**config.mk**
```make
export PLATFORM = sky130hd
export DESIGN_NAME = motor_ramp_test_sequencer
export DESIGN_NICKNAME = d
export VERILOG_FILES = /design/src/sv/mrts_pkg.sv /design/src/sv/motor_ramp_test_sequencer.sv
export SDC_FILE = /design/constraint.sdc
export NUM_CORES = 1
export LEC_CHECK = 0
export ABC_AREA = 1
export BUFFER_PORTS_ARGS = -buffer_cell sky130_fd_sc_hd__buf_4
export CAP_MARGIN = 20
export CORE_ASPECT_RATIO = 1.75
export CORE_MARGIN = 1.5
export CORE_UTILIZATION = 40
export CTS_CLUSTER_SIZE = 8
export DETAILED_ROUTE_END_ITERATION = 12
export GPL_TIMING_DRIVEN = 0
export PLACE_DENSITY_LB_ADDON = 0.05
export SYNTH_ARGS = -nofsm -noshare
export SYNTH_HDL_FRONTEND = slang
export SYNTH_SLANG_ARGS = --single-unit
```
**constraint.sdc**
```tcl
create_clock -name aclk -period 16.7 [get_ports aclk]
set_input_delay 5.01 -clock aclk [delete_from_list [all_inputs] [get_ports aclk]]
set_output_delay 5.01 -clock aclk [all_outputs]
set_load 0.005 [all_outputs]
```
**src/sv/mrts_pkg.sv**
```systemverilog
// Shared types and constants for the motor ramp test sequencer.
`default_nettype none

package mrts_pkg;

    typedef enum logic [2:0] {
        MODE_IDLE     = 3'd0,
        MODE_UP       = 3'd1,
        MODE_COAST_HI = 3'd2,
        MODE_DOWN     = 3'd3,
        MODE_COAST_LO = 3'd4,
        MODE_STOPPED  = 3'd5,
        MODE_REVERSE  = 3'd6,
        MODE_STALLED  = 3'd7
    } mode_t;

    typedef enum logic [1:0] {
        OP_TICK  = 2'd0,
        OP_START = 2'd1,
        OP_STOP  = 2'd2,
        OP_NONE  = 2'd3
    } op_t;

    typedef enum logic [2:0] {
        REG_RAMP_STEP     = 3'd0,
        REG_COAST         = 3'd1,
        REG_STOP          = 3'd2,
        REG_REVERSE       = 3'd3,
        REG_STALL_SPEED   = 3'd4,
        REG_STALL_TIMEOUT = 3'd5,
        REG_RAMP_FLOOR    = 3'd6,
        REG_UNUSED        = 3'd7
    } reg_index_t;

    localparam int TIMER_W  = 16;
    localparam int SPEED_W  = 14;
    localparam int TARGET_W = 8;
    localparam int SUM_W    = 11;
    localparam int PULSE_W  = 4;
    localparam int CFG_W    = 16;

    localparam logic [TIMER_W-1:0] TIMER_MAX = '1;
    localparam logic [SPEED_W-1:0] SPEED_MAX = '1;
    localparam logic [SUM_W-1:0]   SUM_MAX   = '1;

    localparam logic [TIMER_W-1:0]  RAMP_STEP_RST     = 16'd20;
    localparam logic [TIMER_W-1:0]  COAST_RST         = 16'd3000;
    localparam logic [TIMER_W-1:0]  STOP_RST          = 16'd2000;
    localparam logic [TIMER_W-1:0]  REVERSE_RST       = 16'd500;
    localparam logic [SPEED_W-1:0]  STALL_SPEED_RST   = 14'd10;
    localparam logic [TIMER_W-1:0]  STALL_TIMEOUT_RST = 16'd1000;
    localparam logic [TARGET_W-1:0] RAMP_FLOOR_RST    = 8'd25;

endpackage

`default_nettype wire

```
**src/sv/motor_ramp_test_sequencer.sv**
```systemverilog
// Motor ramp test sequencer with windowed speed measurement and stall detection.
// A transaction accepted at s_ is held in the input register, then moves to the
// result register and is presented at m_ once the result register is free.
// Throughput: one transaction per cycle while m_tready takes results; all tick
// work is one pass of logic between the input register and the result register.
// Reset (aresetn low, synchronous) clears both pipeline stages, the sequencer
// state and the speed window, and loads the default configuration.
`default_nettype none

module motor_ramp_test_sequencer #(
    parameter int FULL_SPEED = 255,
    parameter int WINDOW_MS  = 100
) (
    input  wire logic        aclk,
    input  wire logic        aresetn,
    input  wire logic        s_tvalid,
    output logic             s_tready,
    input  wire logic [7:0]  s_tdata,   // op[1:0], pulses[5:2]
    output logic             m_tvalid,
    input  wire logic        m_tready,
    output logic [31:0]      m_tdata,   // set_speed[7:0], forward[8], mode[11:9],
                                        // speed_pps[25:12], stalled[26]
    input  wire logic        cfg_wr_en,
    input  wire logic [2:0]  cfg_index,
    input  wire logic [15:0] cfg_wdata
);

    localparam int TW = mrts_pkg::TIMER_W;
    localparam int SW = mrts_pkg::SPEED_W;
    localparam int GW = mrts_pkg::TARGET_W;
    localparam int UW = mrts_pkg::SUM_W;
    localparam int WinW = $clog2(WINDOW_MS + 1);
    localparam int RecipShift = UW + 1 + $clog2(WINDOW_MS);
    localparam longint unsigned RecipMult =
        ((64'd1000 << RecipShift) + WINDOW_MS - 1) / WINDOW_MS;
    localparam int RecipW = $clog2(RecipMult + 1);
    localparam int ProdW = UW + RecipW;

    localparam logic [GW-1:0]     FullSpeed = GW'(FULL_SPEED);
    localparam logic [WinW-1:0]   WinLast   = WinW'(WINDOW_MS);
    localparam logic [RecipW-1:0] RecipM    = RecipMult[RecipW-1:0];

    logic [TW-1:0] ramp_step_reg, coast_reg, stop_reg, reverse_reg, stall_timeout_reg;
    logic [SW-1:0] stall_speed_reg;
    logic [GW-1:0] ramp_floor_reg;

    logic              in_valid_reg;
    mrts_pkg::op_t     in_op_reg;
    logic [3:0]        in_pulses_reg;
    logic              out_valid_reg;
    logic [31:0]       out_data_reg;

    mrts_pkg::mode_t   mode_reg, mode_next;
    logic [GW-1:0]     target_reg, target_next;
    logic              direction_reg, direction_next;
    logic [TW-1:0]     phase_reg, phase_next;
    logic [TW-1:0]     ramp_reg, ramp_next;
    logic [TW-1:0]     stall_timer_reg, stall_timer_next;
    logic              armed_reg, armed_next;
    logic [WinW-1:0]   window_reg, window_next;
    logic [UW-1:0]     sum_reg, sum_next;
    logic [SW-1:0]     speed_reg, speed_next;

    logic [UW:0]       sum_wide;
    logic [UW-1:0]     sum_sat;
    logic [ProdW-1:0]  prod;
    logic [ProdW-1:0]  quo;
    logic              out_free;
    logic              advance;

    assign out_free = !out_valid_reg || m_tready;
    assign advance  = in_valid_reg && out_free;
    assign s_tready = !in_valid_reg || out_free;
    assign m_tvalid = out_valid_reg;
    assign m_tdata  = out_data_reg;

    always_ff @(posedge aclk) begin
        if (!aresetn) begin
            ramp_step_reg     <= mrts_pkg::RAMP_STEP_RST;
            coast_reg         <= mrts_pkg::COAST_RST;
            stop_reg          <= mrts_pkg::STOP_RST;
            reverse_reg       <= mrts_pkg::REVERSE_RST;
            stall_speed_reg   <= mrts_pkg::STALL_SPEED_RST;
            stall_timeout_reg <= mrts_pkg::STALL_TIMEOUT_RST;
            ramp_floor_reg    <= mrts_pkg::RAMP_FLOOR_RST;
        end else if (cfg_wr_en) begin
            unique case (mrts_pkg::reg_index_t'(cfg_index))
                mrts_pkg::REG_RAMP_STEP:     ramp_step_reg     <= cfg_wdata;
                mrts_pkg::REG_COAST:         coast_reg         <= cfg_wdata;
                mrts_pkg::REG_STOP:          stop_reg          <= cfg_wdata;
                mrts_pkg::REG_REVERSE:       reverse_reg       <= cfg_wdata;
                mrts_pkg::REG_STALL_SPEED:   stall_speed_reg   <= cfg_wdata[SW-1:0];
                mrts_pkg::REG_STALL_TIMEOUT: stall_timeout_reg <= cfg_wdata;
                mrts_pkg::REG_RAMP_FLOOR:    ramp_floor_reg    <= cfg_wdata[GW-1:0];
                default: ;
            endcase
        end
    end

    always_ff @(posedge aclk) begin
        if (s_tvalid && s_tready) begin
            in_op_reg     <= mrts_pkg::op_t'(s_tdata[1:0]);
            in_pulses_reg <= s_tdata[5:2];
        end
        if (advance) begin
            out_data_reg <= {5'd0, (mode_next == mrts_pkg::MODE_STALLED), speed_next,
                             mode_next, direction_next, target_next};
        end
        if (!aresetn) begin
            in_valid_reg  <= 1'b0;
            out_valid_reg <= 1'b0;
        end else begin
            if (s_tvalid && s_tready) begin
                in_valid_reg <= 1'b1;
            end else if (advance) begin
                in_valid_reg <= 1'b0;
            end
            if (advance) begin
                out_valid_reg <= 1'b1;
            end else if (m_tready) begin
                out_valid_reg <= 1'b0;
            end
        end
    end

    always_ff @(posedge aclk) begin
        if (!aresetn) begin
            mode_reg        <= mrts_pkg::MODE_IDLE;
            target_reg      <= '0;
            direction_reg   <= 1'b1;
            phase_reg       <= '0;
            ramp_reg        <= '0;
            stall_timer_reg <= '0;
            armed_reg       <= 1'b0;
            window_reg      <= '0;
            sum_reg         <= '0;
            speed_reg       <= '0;
        end else if (advance) begin
            mode_reg        <= mode_next;
            target_reg      <= target_next;
            direction_reg   <= direction_next;
            phase_reg       <= phase_next;
            ramp_reg        <= ramp_next;
            stall_timer_reg <= stall_timer_next;
            armed_reg       <= armed_next;
            window_reg      <= window_next;
            sum_reg         <= sum_next;
            speed_reg       <= speed_next;
        end
    end

    assign sum_wide = {1'b0, sum_reg} + {{(UW + 1 - mrts_pkg::PULSE_W){1'b0}}, in_pulses_reg};
    assign sum_sat  = sum_wide[UW] ? mrts_pkg::SUM_MAX : sum_wide[UW-1:0];
    assign prod     = ProdW'(sum_sat) * ProdW'(RecipM);
    assign quo      = prod >> RecipShift;

    always_comb begin
        mode_next        = mode_reg;
        target_next      = target_reg;
        direction_next   = direction_reg;
        phase_next       = phase_reg;
        ramp_next        = ramp_reg;
        stall_timer_next = stall_timer_reg;
        armed_next       = armed_reg;
        window_next      = window_reg;
        sum_next         = sum_reg;
        speed_next       = speed_reg;

        case (in_op_reg)
            mrts_pkg::OP_TICK: begin
                if (phase_reg != mrts_pkg::TIMER_MAX) begin
                    phase_next = phase_reg + 1'b1;
                end
                if (ramp_reg != mrts_pkg::TIMER_MAX) begin
                    ramp_next = ramp_reg + 1'b1;
                end

                sum_next    = sum_sat;
                window_next = window_reg + 1'b1;
                if (window_next >= WinLast) begin
                    if (quo > ProdW'(mrts_pkg::SPEED_MAX)) begin
                        speed_next = mrts_pkg::SPEED_MAX;
                    end else begin
                        speed_next = quo[SW-1:0];
                    end
                    sum_next    = '0;
                    window_next = '0;
                end

                if (target_reg != '0 && speed_next < stall_speed_reg) begin
                    if (!armed_reg) begin
                        armed_next       = 1'b1;
                        stall_timer_next = '0;
                    end else begin
                        if (stall_timer_reg != mrts_pkg::TIMER_MAX) begin
                            stall_timer_next = stall_timer_reg + 1'b1;
                        end
                        if (stall_timer_next >= stall_timeout_reg) begin
                            mode_next   = mrts_pkg::MODE_STALLED;
                            phase_next  = '0;
                            target_next = '0;
                            armed_next  = 1'b0;
                        end
                    end
                end else begin
                    armed_next = 1'b0;
                end

                unique case (mode_next)
                    mrts_pkg::MODE_UP: begin
                        if (ramp_next >= ramp_step_reg) begin
                            ramp_next = '0;
                            if (target_next < FullSpeed) begin
                                target_next = target_next + 1'b1;
                            end else begin
                                mode_next  = mrts_pkg::MODE_COAST_HI;
                                phase_next = '0;
                            end
                        end
                    end
                    mrts_pkg::MODE_COAST_HI: begin
                        if (phase_next >= coast_reg) begin
                            mode_next  = mrts_pkg::MODE_DOWN;
                            phase_next = '0;
                        end
                    end
                    mrts_pkg::MODE_DOWN: begin
                        if (ramp_next >= ramp_step_reg) begin
                            ramp_next = '0;
                            if (target_next > ramp_floor_reg) begin
                                target_next = target_next - 1'b1;
                            end else begin
                                mode_next  = mrts_pkg::MODE_COAST_LO;
                                phase_next = '0;
                            end
                        end
                    end
                    mrts_pkg::MODE_COAST_LO: begin
                        if (phase_next >= coast_reg) begin
                            mode_next   = mrts_pkg::MODE_STOPPED;
                            phase_next  = '0;
                            target_next = '0;
                        end
                    end
                    mrts_pkg::MODE_STOPPED: begin
                        if (phase_next >= stop_reg) begin
                            mode_next  = mrts_pkg::MODE_REVERSE;
                            phase_next = '0;
                        end
                    end
                    mrts_pkg::MODE_REVERSE: begin
                        if (phase_next >= reverse_reg) begin
                            direction_next = !direction_reg;
                            mode_next      = mrts_pkg::MODE_UP;
                            phase_next     = '0;
                        end
                    end
                    default: ;
                endcase
            end
            mrts_pkg::OP_START: begin
                if (mode_reg != mrts_pkg::MODE_STALLED) begin
                    mode_next  = mrts_pkg::MODE_UP;
                    phase_next = '0;
                    armed_next = 1'b0;
                end
            end
            mrts_pkg::OP_STOP: begin
                mode_next   = mrts_pkg::MODE_IDLE;
                phase_next  = '0;
                target_next = '0;
                armed_next  = 1'b0;
            end
            default: ;
        endcase
    end

    a_stall_flag: assert property (@(posedge aclk) disable iff (!aresetn)
        m_tvalid |-> (m_tdata[26] == (m_tdata[11:9] == mrts_pkg::MODE_STALLED)))
        else $error("Stalled flag disagrees with the reported mode.");

    a_idle_target: assert property (@(posedge aclk) disable iff (!aresetn)
        (mode_reg == mrts_pkg::MODE_STOPPED || mode_reg == mrts_pkg::MODE_STALLED)
            |-> (target_reg == '0))
        else $error("Target speed is nonzero while stopped or stalled.");

    a_target_range: assert property (@(posedge aclk) disable iff (!aresetn)
        target_reg <= FullSpeed)
        else $error("Target speed exceeds full speed.");

    a_window_range: assert property (@(posedge aclk) disable iff (!aresetn)
        window_reg < WinLast)
        else $error("Speed window timer ran past the window length.");

    a_stall_hold: assert property (@(posedge aclk) disable iff (!aresetn)
        (mode_reg == mrts_pkg::MODE_STALLED && !(advance && in_op_reg == mrts_pkg::OP_STOP))
            |=> (mode_reg == mrts_pkg::MODE_STALLED))
        else $error("Sequencer left the stalled state without a stop transaction.");

endmodule

`default_nettype wire

```
==> results.txt, run 1 <==
Outcome: complete, no violations
Root buffer cell: clkbuf_16
Max reg flops: 27
Synth warnings: 0
Average wire per standard cell: 17.38 µm
Syn Area/Cell: 7.296 µm²
Layout Skew: 0.02143 ns
Later-pin clock latency in the skew report: 0.52 ns
Tcrit/Tclk final: 62.49%
P&R area growth vs syn: 13.75%
Crit path from: m_tready
DIE AREA: 36480 µm²
GR Overflow Total: 0
Drt drc: 0
1st-iter DRT viols: 701
Postcts setup bufs: 0
Final wirelength: 43.53 mm
Ys flop type: dfxtp_1
Site Rows: 90
Gpl congestion: 0.9150
Sinks on Clock Net: 230
Worst Max-Slew Pin Slew: 1.027 ns
Critical Path Sink: s_tready
CTS tree: yes
Clk slew on worst S/H paths: 0.05 ns
CTS Buf Count: 34
Number of synthesized flops with an enable pin: 33
Vias in the first global route: 12558
Post-synthesis sequential element count: 230
Achievable Freq: 95.83 MHz
Hold Path Depth: 2
Vias per cell: 5.171
Worst Path Required: 11.69 ns
First-pass detailed-route iteration total: 7
H-tree depth: 2
Critical Path Sink Type: output pin
Register-to-Register Path Depth: 49
Nets@finish: 2202
Mapped Cells: 1935
RSZ-0062 raised after global routing: no
Finished Core Util: 46.30%
Top Ports: 66
Fin crit period: 10.44 ns
Core box area: 34680 µm²
WS Path Type: in2out
Post-CTS resize count: 0
Total track usage: 23.80%
RR Startpoint: in_pulses_reg[2]
DP HPWL: 33.63 mm
Starting Density: 40.71%
TNS Setup: 0 ns
Pin count of the biggest net entering global routing: 37
Die Y-Extent: 251.5 µm
Vias after detailed routing: 12948
Unique masters post-synth: 56
CTS max path bufs: 3
Pins Over Slew Limit: 0
R2r setup slk: 7.58 ns
Slew margin rel.: 31.54%
Die W: 145.0 µm
Worst R2R End: m_tdata[26]
Syn Std Cell Area: 14120 µm²
Maximum fanout along the worst path: 3
PortBufs: 58
Asr flop ratio synth: 0%
Global-route wire length before repair: 67.52 mm
CP arrival: 5.43 ns
CTS Hold Bufs: 0
Worst setup SP type: input port
Fin. Hold Viols: 0
Max cap viols: 0
Final ANT Viol Nets: 0
Final setup viols: 0
Worst vdd ir: 0.00006664 V
PwrDens: 85.00 nW/µm²
# diodes: 0
Worst min path class: reg2reg
Hold WS: 0.4590 ns
Share of cells above drive strength 1: 8.953%
Leakage: 0.007203 µW
Sequential area share after synthesis: 34.95%
Initial antenna violation count: 0
## cells by family (layout without fill, tap and decap cells)
kind of cell / count (synthesis) / count (layout) / synth area share (%)
simple gates: 683 / 683 / 21.72
compound gates: 469 / 469 / 18.54
buf+inv: 383 / 488 / 10.58
flops: 230 / 230 / 34.95
fa+ha+maj: 135 / 135 / 12.07
xor+xnor: 34 / 34 / 2.109
other cells: 1 / 5 / 0.02656
## cell type report
type                            instances  area, µm²
Multi-Input combinational cell       1326       7705
Buffer                                 70      319.1
Inverter                              313       1175
Fill cell                            3718      18620
Sequential cell                       230       4935
Timing Repair Buffer                   60      445.4
Tap cell                              460      575.6
Clock inverter                          1      16.27
Clock buffer                           44      888.4
## cells in the mapped netlist, types with 27 or more instances
| master | n | share of area, % |
|---|---|---|
| a21oi_1 | 216 | 7.7 |
| clkbuf_1 | 54 | 1.4 |
| dfxtp_1 | 197 | 28 |
| edfxtp_1 | 33 | 7.0 |
| ha_1 | 133 | 12 |
| inv_1 | 302 | 8.0 |
| nand2_1 | 358 | 9.5 |
| nand3_1 | 77 | 2.7 |
| nor2_1 | 132 | 3.5 |
| nor3_1 | 27 | 0.96 |
| o211ai_1 | 29 | 1.5 |
| o21ai_0 | 151 | 5.4 |
| xor2_1 | 27 | 1.7 |
## placed cells by master (no fill, tap or decap), drive strengths merged, types with 2 or more instances in the layout
cell,n
nand2,371
inv,311
a21oi,227
dfxtp,197
o21ai,156
nor2,140
ha,133
clkbuf,99
nand3,98
buf,75
edfxtp,33
o211ai,29
nor3,28
xor2,27
a211oi,25
nand4,24
a31oi,8
or2,8
xnor2,7
nor4,7
conb,5
nand3b,4
o221ai,4
o31ai,4
o22ai,4
a22oi,4
clkinv,3
a2111oi,2
fa,2
## power breakdown
group,internal [µW],switching [µW]
sequential,582,9.40
clock,367,251
combinational,50.5,105
total,999,366
## per-layer routing
layer	up-vias	GRT usage [%]	wire (µm)	part of all wire, %
li1	6604	-	-	-
met1	5919	24.59	16790	39
met2	301	45.86	22920	53
met3	124	3.273	1520	3.5
met4	0	12.81	2293	5.3
met5	-	0	0	0
## per-stage QoR
step	power (µW)	setup WS, ns	area, µm²	cells
2_1_floorplan	698.1	6.531	14130	1939
3_3_place_gp	756.3	6.264	15140	2457
3_5_place_dp	758.2	6.261	15150	2458
4_1_cts	1381	6.262	16050	2503
5_1_grt	1420	6.226	16060	2504
6_report	1365	6.265	16060	2504
## worst max-delay path, cell delays in order
cell and delay (ns):
buf_4 0.11, inv_1 0.06, nand3_1 0.10, buf_4 0.15
## worst min-delay path by stage
| stage | slack [ns] | endpoint | startpoint |
|---|---|---|---|
| 5_1_grt | 0.48 | stop_reg[11] | stop_reg[11] |
| 3_5_place_dp | 0.45 | stop_reg[11] | stop_reg[11] |
| 4_1_cts | 0.46 | stop_reg[11] | stop_reg[11] |
| 6_report | 0.46 | reverse_reg[1] | reverse_reg[1] |
| 2_1_floorplan | 0.44 | coast_reg[10] | coast_reg[10] |
| 3_3_place_gp | 0.44 | coast_reg[2] | coast_reg[2] |
Note: power is estimated with default switching activity, not from simulation.
==> run 2: changes to the inputs <==
clock period = 8.5 ns   (was 16.7 ns; I/O delays follow)
==> run 2 against run 1 <==
Against the previous run: total power up 97%; largest power group unchanged; critical endpoint is now m_tdata[26]; largest cell class unchanged; setup slack worse by 5.6 ns; via count grew 0.82%; global-route usage barely moved; non-clock buffer count grew 20.
==> results.txt, run 2 (synthesis results as in run 1) <==
Setup ws final: 0.6321 ns (-5.632 ns)
Clk slew on worst S/H paths: 0.05 ns (about the same)
CP max stage cell: edfxtp_1
Worst Max-Slew Pin Slew: 1.031 ns (+0.003646 ns)
Gpl congestion: 0.9150 (unchanged)
DIE AREA: 36480 µm² (unchanged)
TNS Setup: 0 ns (unchanged)
Commonest non-fill, non-tap cell in the layout: nand2_1
Final ANT Viol Nets: 0 (unchanged)
Tcrit/Tclk final: 92.56%
Worst setup SP type: flop
Leakage: 0.007294 µW (+1.3%)
Post-Layout Inst Area: 16400 µm² (+2.1%)
GR Overflow Total: 0 (unchanged)
Critical Path Sink Type: flop
Pin count of the biggest net entering global routing: 37 (unchanged)
Filler instances: 3686 (-0.86%)
Average wire per standard cell: 17.35 µm (-0.22%)
Commonest non-fill, non-tap cells in the layout: nand2_1, inv_1, a21oi_1, dfxtp_1, o21ai_0
Finished Core Util: 47.27% (+0.97 points)
Later-pin clock latency in the skew report: 0.52 ns (about the same)
Worst Path Required: 8.75 ns (-2.94 ns)
Drt drc: 0 (unchanged)
H-tree depth: 2 (unchanged)
Starting Density: 40.71% (unchanged)
Pins Over Slew Limit: 0 (unchanged)
Sinks on Clock Net: 230 (unchanged)
Dpl cell area: 15150 µm² (unchanged)
Largest delay contributor family on the critical path: simple AND/OR/NAND/NOR gates
Layout Skew: 0.01985 ns (-0.001581 ns)
PortBufs: 58 (unchanged)
Vias in the first global route: 12585 (+0.22%)
Worst path bufs/invs: 13 (+10)
Initial antenna violation count: 0 (unchanged)
Die Y-Extent: 251.5 µm (unchanged)
Fin crit period: 7.868 ns
First-pass detailed-route iteration total: 5 (-2)
Worst min path class: reg2reg
Global-route wire length before repair: 67.57 mm (about the same)
Placed cells: 2458 (unchanged)
Die W: 145.0 µm (unchanged)
Nets@finish: 2223 (+0.95%)
Fin. Hold Viols: 0 (unchanged)
WS Path Type: reg2reg
P&R area growth vs syn: 16.13%
Global-route met1 utilization: 24.68% (+0.090 points)
Vias after detailed routing: 13054 (+0.82%)
Met3 usage: 3.165% (-0.11 points)
DP HPWL: 33.63 mm (unchanged)
Vias per cell: 5.168 (about the same)
Outcome: complete, no violations
Root buffer cell: clkbuf_16
CTS max path bufs: 3 (unchanged)
Final setup viols: 0 (unchanged)
Share of cells above drive strength 1: 11.33% (+2.4 points)
Critical path's most frequent cell: nand2_1
R2r setup slk: 0.63 ns (-6.95 ns)
Max reg flops: 27 (unchanged)
Top Ports: 66 (unchanged)
Core box area: 34680 µm² (unchanged)
Worst vdd ir: 0.0001310 V (+97%)
Achievable Freq: 127.1 MHz
Total track usage: 23.81% (about the same)
CP arrival: 8.12 ns (+2.69 ns)
CTS Buf Count: 34 (unchanged)
Global route hottest layer: met2
Multi-input logic area: 7876 µm² (+2.2%)
Met2 global-route usage: 45.96% (+0.096 points)
Maximum fanout along the worst path: 10 (+7)
Site Rows: 90 (unchanged)
1st-iter DRT viols: 715 (+2.0%)
Post-route insts no fill: 2526 (+0.88%)
CTS tree: yes
Slew margin rel.: 31.29% (-0.24 points)
PwrDens: 163.9 nW/µm² (+93%)
Final wirelength: 43.82 mm (+0.65%)
FF/Latch Area: 4935 µm² (unchanged)
Slowest stage delay, CP: 0.41 ns (+0.26 ns)
Place WS: -0.6883 ns (-6.950 ns)
Max cap viols: 0 (unchanged)
[run 2: cell types whose count changed in the layout (fill, tap and decap cells not counted), moves of 4 or more]
cell / before / now
ha_4: 0 / 5
a21oi_2: 11 / 15
buf_4: 64 / 86
o21ai_0: 151 / 144
o21ai_1: 4 / 10
a21oi_1: 216 / 212
ha_1: 133 / 126
[run 2: worst min-delay path, stage by stage (launching register included)]
cell and delay, ns:
dfxtp_1 0.29, inv_1 0.06, a21oi_1 0.06
[run 2: worst paths after layout]
path,start,end,depth (start not counted)
hold reg to reg,ramp_floor_reg[1],ramp_floor_reg[1],2
setup reg to reg,in_pulses_reg[2],m_tdata[26],53
setup / recovery,in_pulses_reg[2],m_tdata[26],53
hold / removal,ramp_floor_reg[1],ramp_floor_reg[1],2
[run 2: timing repair]
item,CTS,global route
cloned,0,1
setup buffers,3,17
hold buffers,0,0
pin swaps,1,5
gates resized for setup,8,39
endpoints found under the setup margin,41,41
[run 2: power by group]
| group | switching [µW] | total [µW] | internal, µW |
|---|---|---|---|
| sequential | 18.9 | 1160 | 1140 |
| combinational | 209 | 314 | 105 |
| clock | 490 | 1210 | 721 |
[run 2: final cells by class]
class	instances	share of cell area, %
diodes	1	0.01526
plain buffers	70	1.999
clock buffers	44	5.418
clock inverters	1	0.09921
inverters	313	7.189
multi-input cells	1327	48.04
flip-flops and latches	230	30.10
well taps	460	3.510
repair buffers	80	3.632
[run 2: per-stage QoR]
stage                     hold slack (ns)  total power (µW)
final                              0.4586              2686
after global routing               0.4783              2798
after CTS                          0.4636              2714
after detailed placement           0.4538              1490
after global placement             0.4449              1486
after floorplan                    0.4353              1372
[run 2: metal layers]
layer  part of all wire [%]  routed length (µm)
met5                      0                   0
met4                    5.5                2388
met3                    3.5                1515
met2                     53               23050
met1                     38               16860
